`src/hdl/tva_pkg.sv`:
```
// ----------------------------------------------------------------------------
// tva_pkg
// Shared types, fixed-point constants and helper functions for the thrust
// vector to attitude pipeline.
// ----------------------------------------------------------------------------
package tva_pkg;

  typedef logic signed [31:0] thrust_t;
  typedef logic signed [15:0] angle_t;

  // internal widths
  localparam int SCW = 34;  // sine / cosine, Q2.30 plus headroom
  localparam int AW  = 35;  // vectoring angle accumulator, Q.30
  localparam int NW  = 43;  // normalized u, v, w
  localparam int VW  = 45;  // vectoring x / y datapath

  localparam logic signed [SCW-1:0] HALF_PI_SC = 34'sd1686629713;
  localparam logic signed [SCW-1:0] PI_SC      = 34'sd3373259426;
  localparam logic signed [SCW-1:0] KINV_SC    = 34'sd652032874;
  localparam logic signed [AW-1:0]  PI_A       = 35'sd3373259426;
  localparam logic signed [61:0]    KINV_W     = 62'sd652032874;

  typedef struct packed {
    logic signed [NW-1:0] u;
    logic signed [NW-1:0] v;
    logic signed [NW-1:0] w;
    logic        [NW-2:0] m;
  } nv_t;

  // atan(2^-i) in Q.30, truncated
  function automatic logic [30:0] atan_q30(input logic [4:0] idx);
    logic [30:0] r;
    case (idx)
      5'd0:  r = 31'h3243F6A8;
      5'd1:  r = 31'h1DAC6705;
      5'd2:  r = 31'h0FADBAFC;
      5'd3:  r = 31'h07F56EA6;
      5'd4:  r = 31'h03FEAB76;
      5'd5:  r = 31'h01FFD55B;
      5'd6:  r = 31'h00FFFAAA;
      5'd7:  r = 31'h007FFF55;
      5'd8:  r = 31'h003FFFEA;
      5'd9:  r = 31'h001FFFFD;
      5'd10: r = 31'h000FFFFF;
      5'd11: r = 31'h0007FFFF;
      5'd12: r = 31'h0003FFFF;
      5'd13: r = 31'h0001FFFF;
      5'd14: r = 31'h0000FFFF;
      5'd15: r = 31'h00007FFF;
      5'd16: r = 31'h00003FFF;
      5'd17: r = 31'h00001FFF;
      5'd18: r = 31'h00000FFF;
      5'd19: r = 31'h000007FF;
      5'd20: r = 31'h000003FF;
      5'd21: r = 31'h000001FF;
      5'd22: r = 31'h000000FF;
      5'd23: r = 31'h0000007F;
      5'd24: r = 31'h0000003F;
      5'd25: r = 31'h0000001F;
      5'd26: r = 31'h0000000F;
      5'd27: r = 31'h00000007;
      5'd28: r = 31'h00000003;
      5'd29: r = 31'h00000001;
      default: r = 31'h0;
    endcase
    return r;
  endfunction

  // Q.30 angle to Q3.13, round half up, saturated
  function automatic angle_t to_q13(input logic signed [AW-1:0] z);
    logic signed [AW:0]    t;
    logic signed [AW-17:0] s;
    angle_t                r;
    t = (AW+1)'(z) + 36'sd65536;
    s = (AW-16)'(t >>> 17);
    if (s > 19'sd32767) begin
      r = 16'sh7FFF;
    end else if (s < -19'sd32768) begin
      r = 16'sh8000;
    end else begin
      r = 16'(s);
    end
    return r;
  endfunction

endpackage

```
`src/hdl/tva_sincos.sv`:
```
// ----------------------------------------------------------------------------
// tva_sincos
// Pipelined rotation CORDIC: Q3.13 angle in, gain-corrected sine and cosine
// in Q2.30 out, one stage per iteration.
// ----------------------------------------------------------------------------
module tva_sincos #(
  parameter int STAGES = 16
) (
  input  logic                         clk,
  input  logic                         en,
  input  tva_pkg::angle_t              ang,
  output logic signed [tva_pkg::SCW-1:0] s,
  output logic signed [tva_pkg::SCW-1:0] c
);
  import tva_pkg::*;

  logic signed [SCW-1:0] xs [STAGES+1];
  logic signed [SCW-1:0] ys [STAGES+1];
  logic signed [SCW-1:0] zs [STAGES+1];
  logic                  ng [STAGES+1];
  logic signed [SCW-1:0] z0;

  assign z0 = SCW'(signed'({ang, 17'b0}));

  // fold angles beyond +-pi/2 once by pi
  always_ff @(posedge clk) begin
    if (en) begin
      xs[0] <= KINV_SC;
      ys[0] <= '0;
      if (z0 > HALF_PI_SC) begin
        zs[0] <= z0 - PI_SC;
        ng[0] <= 1'b1;
      end else if (z0 < -HALF_PI_SC) begin
        zs[0] <= z0 + PI_SC;
        ng[0] <= 1'b1;
      end else begin
        zs[0] <= z0;
        ng[0] <= 1'b0;
      end
    end
  end

  for (genvar i = 0; i < STAGES; i++) begin : g_stage
    logic signed [SCW-1:0] at;
    assign at = SCW'({1'b0, atan_q30(5'(i))});
    always_ff @(posedge clk) begin
      if (en) begin
        ng[i+1] <= ng[i];
        if (zs[i] >= 0) begin
          xs[i+1] <= xs[i] - (ys[i] >>> i);
          ys[i+1] <= ys[i] + (xs[i] >>> i);
          zs[i+1] <= zs[i] - at;
        end else begin
          xs[i+1] <= xs[i] + (ys[i] >>> i);
          ys[i+1] <= ys[i] - (xs[i] >>> i);
          zs[i+1] <= zs[i] + at;
        end
      end
    end
  end

  always_ff @(posedge clk) begin
    if (en) begin
      c <= ng[STAGES] ? -xs[STAGES] : xs[STAGES];
      s <= ng[STAGES] ? -ys[STAGES] : ys[STAGES];
    end
  end
endmodule

```
`config.mk`:
```
export PLATFORM = sky130hd
export DESIGN_NAME = tva_sincos
export DESIGN_NICKNAME = d
export VERILOG_FILES = /design/src/hdl/tva_pkg.sv /design/src/hdl/tva_sincos.sv
export SDC_FILE = /design/constraint.sdc
export NUM_CORES = 2
export LEC_CHECK = 0
export ABC_CLOCK_PERIOD_IN_PS = 12800
export BUFFER_PORTS_ARGS = -buffer_cell sky130_fd_sc_hd__buf_2
export CAP_MARGIN = 20
export CORE_AREA = 4 4 721 723
export CTS_BUF_LIST = sky130_fd_sc_hd__clkbuf_2 sky130_fd_sc_hd__clkbuf_4 sky130_fd_sc_hd__clkbuf_8
export CTS_CLUSTER_SIZE = 28
export DETAILED_ROUTE_END_ITERATION = 10
export DIE_AREA = 0 0 725 727
export GPL_ROUTABILITY_DRIVEN = 0
export MAX_ROUTING_LAYER = met4
export SYNTH_ARGS = -nofsm -noshare
export SYNTH_HDL_FRONTEND = slang
export SYNTH_SLANG_ARGS = --single-unit
```
`constraint.sdc`:
```
create_clock -name clk -period 12.8 [get_ports clk]
set_input_delay 2.56 -clock clk [delete_from_list [all_inputs] [get_ports clk]]
set_output_delay 2.56 -clock clk [all_outputs]
set_load 0.005 [all_outputs]
```
# After elaboration in Yosys (flattened, before gate mapping)
# Memory sizes are Yosys's and may differ from the RTL's.
# Index checks and enable logic that the tools add are counted.
# W data, S select, Z words.
# totals
output_inout_bits	68
rom_bits	0
latch_bits	0
elab_cells	338
ff_bits	68
ramBits	1751
mem_count	4
input_bits	18
# op_classes
addsub	99
order_cmp	18
shift	0
n_mul	0
n_div	0
bitwise_logic	52
muxes	163
eq_ne	0
reduce_logical	0
# memory_table
memory	depth	word_bits	read_ports	rd_ports_with_merged_regs	write_ports	line	source
xs	17	34	17	0	17	tva_sincos.sv:17	logic signed [SCW-1:0] xs [STAGES+1];
ys	17	34	17	0	17	tva_sincos.sv:18	logic signed [SCW-1:0] ys [STAGES+1];
zs	17	34	16	0	17	tva_sincos.sv:19	logic signed [SCW-1:0] zs [STAGES+1];
ng	17	1	17	0	17	tva_sincos.sv:20	logic ng [STAGES+1];
# op_table
operator	n
$mux W34	52
$ge A34 B1 Y1 const B	16
$mux W1	111
$add A34 B19 Y34	2
$add A34 B20 Y34	2
$add A34 B21 Y34	2
$add A34 B22 Y34	2
$add A34 B23 Y34	2
$add A34 B24 Y34	2
$add A34 B25 Y34	2
$add A34 B26 Y34	2
$add A34 B27 Y34	2
$add A34 B28 Y34	2
$add A34 B29 Y34	2
$add A34 B30 Y34	2
$add A34 B31 Y34	2
$add A34 B32 Y34	2
$add A34 B33 Y34	2
$neg A34 Y34	2
$sub A34 B19 Y34	2
$sub A34 B20 Y34	2
$sub A34 B21 Y34	2
$sub A34 B22 Y34	2
$sub A34 B23 Y34	2
other kinds (49)	111

# Logic depth before layout (Yosys ltp)
# depth
depth_word	7
depth_mapped	22
depth_no_buf	22

# Least setup slack after synthesis
# No wires, ideal clock.
# synth_timing
path_kind	input to register
startpoint	input port en
endpoint	memory zs[9][33] (data pin)
stages	18
required_ns	12.542
path_buffers	4
setup_ns	0.258
setup_slack_ns	5.393
arrival_ns	7.150
path_cell_list	clkbuf_1 > clkbuf_1 > nand2_1 > inv_1 > clkbuf_1 > clkbuf_1 > ha_1 > a211o_1 > a2111oi_0 > o211ai_1 > a2111oi_0 > nor2_1 > a41oi_1 > a21oi_1 > a41o_1 > a21o_1 > a21oi_1 > xnor2_1
# synth_rtl
item	line	source
start, declared	tva_sincos.sv:10	input logic en,
end, declared	tva_sincos.sv:19	

==> flow_summary.toml <==
[run_status]
status = "finished, final reports clean"

[placed_design]
port_buffers = 85
dp_hpwl_um = 237000
placed_area_mm2 = 0.137

[cts]
cts.htree.levels = 5
postCtsHoldBufs = 0
clk-insertion-delay-late_ns = 0.96
cts.sinks = 1560
cts_tree = "done"
postCtsSetupBuffers = 0
cts_buffers = 280
cts_buffer_depth = 4
cts-resized-gates = 0
clk_pin_slew_ns = 0.06
cts-root-buf = "clkbuf_8"

[worst_hold_path]
min_path_type = "reg -> reg"
hold_start = "ng[2]"
min_path_cells = 0

[timing]
tns_ns = 0
hold_violations = 0
worst_pin_slew_ns = 1.13
drv_slew = 0
relSlewSlack_pct = 24.9
finalCritPeriodShare_pct = 62.0
rsz0062_at_grt = "false"
setup_viol = 0
layout_min_cycle_time_ns = 7.94
finClkSkew_ns = 0.0951
fmax_mhz = 126

[route]
finalWirelength_um = 302000
firstDrtPassIters = 7
wl_met3_um = 10200
drc = 0
wire_per_inst_um = 14.9
wl_met1_um = 129000
drt_iter0_markers = 4991
vias = 96767
routed.top_layer = "met4"
ant_nets = 0
wl_met2_um = 148000
viasPerCell = 4.76

[grt]
grt_max_degree = 186
grt_pass1_vias = 94962
track_usage_pct = 11.4
antenna_found_initial = 2
grt_pass1_wl_um = 490000
grt-ovfl-total = 0

[logic_synthesis]
syn_nets = 14625
synth_top_flop_cell = "edfxtp_1"
synth_area_per_cell_um2 = 9.74
synth-edff-count = 1560
ys_types = 94
async_flop_share_pct = 0
syn_area_mm2 = 0.128
postSynthCellCount = 13136
seq_area_frac_synth_pct = 36.6
ys_ff_latch = 1560
yosysWarnings = 0

[layout]
stdcell_area_mm2 = 0.142
nNetsFinal = 14852
synthToLayoutAreaGrowth_pct = 10.9
fillers = 53753
final_layout_size_suffix_gt1_share_pct = 5.19

[worst_setup_path]
crit_arrival_ns = 8.60
crit_path_end_kind = "flop"
path_class = "in -> reg"
critPathLaunch = "en"
crit_fanout = 118
start_kind = "primary input"
r2r_cells = 17
required_ns = 13.46
r2r_start = "zs[5][33]"

[die]
die_h_um = 727
dieArea_mm2 = 0.527
rows = 263
core_area_mm2 = 0.513
start_util_pct = 25.0
boundaryPins = 86
die_w_um = 725

[flow_run]
cap_viol_max_count = 0
[through the flow]
| step | setup slack [ns] | util (%) | hold WS (ns) | instances |
|---|---|---|---|---|
| final | 4.86 | 27.7 | 0.417 | 20317 |
| after detailed placement | 3.88 | 26.7 | 0.405 | 19838 |
| after CTS | 4.93 | 27.7 | 0.419 | 20315 |
| after global placement | 3.97 | 26.7 | 0.405 | 19838 |
| after floorplan | 5.39 | - | 0.400 | 13136 |
| after global routing | 4.45 | 27.7 | 0.423 | 20317 |
[critical path: stages]
cell and delay (ns):
buf_12 0.31, buf_12 0.51, nand2_1 0.10, buf_4 0.29, inv_2 0.38, buf_4 0.48, nor2_1 0.10, xor2_1 0.16
ha_1 0.33, o21ai_0 0.28, o21ai_1 0.13, a31oi_1 0.33, nor4bb_1 0.12, or3_1 0.42, a311oi_1 0.79, a21oi_1 0.19
o21ai_1 0.21, o22ai_1 0.11, o41ai_1 0.33, xnor2_1 0.13
[cells in the mapped netlist (42+ instances only)]
cell	count	area [µm²]
nand2b_1	228	1430
clkbuf_1	169	634
nand4_1	96	601
or3_1	117	732
a211oi_1	128	961
xnor2_1	1329	11600
o21a_1	205	1540
nand3_1	200	1000
nor3_1	289	1450
nor4_1	75	469
or4_1	49	368
xor2_1	613	5370
o21ai_1	176	881
ha_1	1429	17900
o41ai_1	86	753
a21o_1	615	4620
mux2_2	57	642
and2_1	71	444
fa_1	42	841
a31oi_1	120	751
o211ai_1	63	473
inv_1	558	2090
a21oi_1	1284	6430
edfxtp_1	1560	46800
o21ai_0	557	2790
o31ai_1	133	998
nand2_1	741	2780
o21bai_1	200	1500
mux2i_1	45	450
and3_1	91	569
nor2_1	1005	3770
nor2b_1	166	1040
[path summary, 6_finish.rpt]
path         slack, ns        end
min               0.42      ng[3]
min reg2reg       0.42      ng[3]
max               4.86  xs[8][33]
max reg2reg       6.72  xs[6][33]
[cell families (layout without fill, tap and decap cells)]
group | after synthesis | count (layout) | synth area share [%]
compound gates | 4008 | 4008 | 20.0
xor+xnor | 1942 | 1942 | 13.3
fa+ha+maj | 1471 | 1471 | 14.6
buf+inv | 767 | 1189 | 2.25
flops | 1560 | 1560 | 36.6
mux | 103 | 103 | 0.862
other cells | 0 | 2 | 0
simple gates | 3285 | 3285 | 12.4
[placed cells by master, fill, tap and decap left out, types with 228 or more instances in the layout]
master    count
edfxtp_1   1560
clkbuf_8    289
nand2b_1    228
a21oi_1    1284
nor3_1      289
o21ai_0     557
ha_1       1429
xor2_1      613
inv_1       551
nor2_1     1005
xnor2_1    1329
a21o_1      615
nand2_1     738
[flip-flops by register name (all words and copies together) (netlist names)]
| name | flops |
|---|---|
| c | 34 |
| xs | 484 |
| s | 34 |
| zs | 480 |
| ng | 17 |
| ys | 511 |
[cell type report]
type / count / area, µm² / area share, %
antenna: 2 / 5.00 / 0.00352
clock buffer: 360 / 4510 / 3.18
clock inverter: 117 / 855 / 0.602
inverter: 569 / 2140 / 1.50
multi-input combinational: 10809 / 78300 / 55.1
sequential: 1560 / 46800 / 33.0
tap: 6757 / 8450 / 5.95
timing repair buffer: 143 / 926 / 0.652
[layer usage]
layer	global-route usage (%)	vias up
met5	-	-
met4	5.01	0
met3	1.33	802
met2	20.0	1862
met1	13.0	44667
li1	-	49436
Power is left out: the tool's default activity adds up to more than one toggle a clock period on the data nets, which glitch-free logic cannot reach.
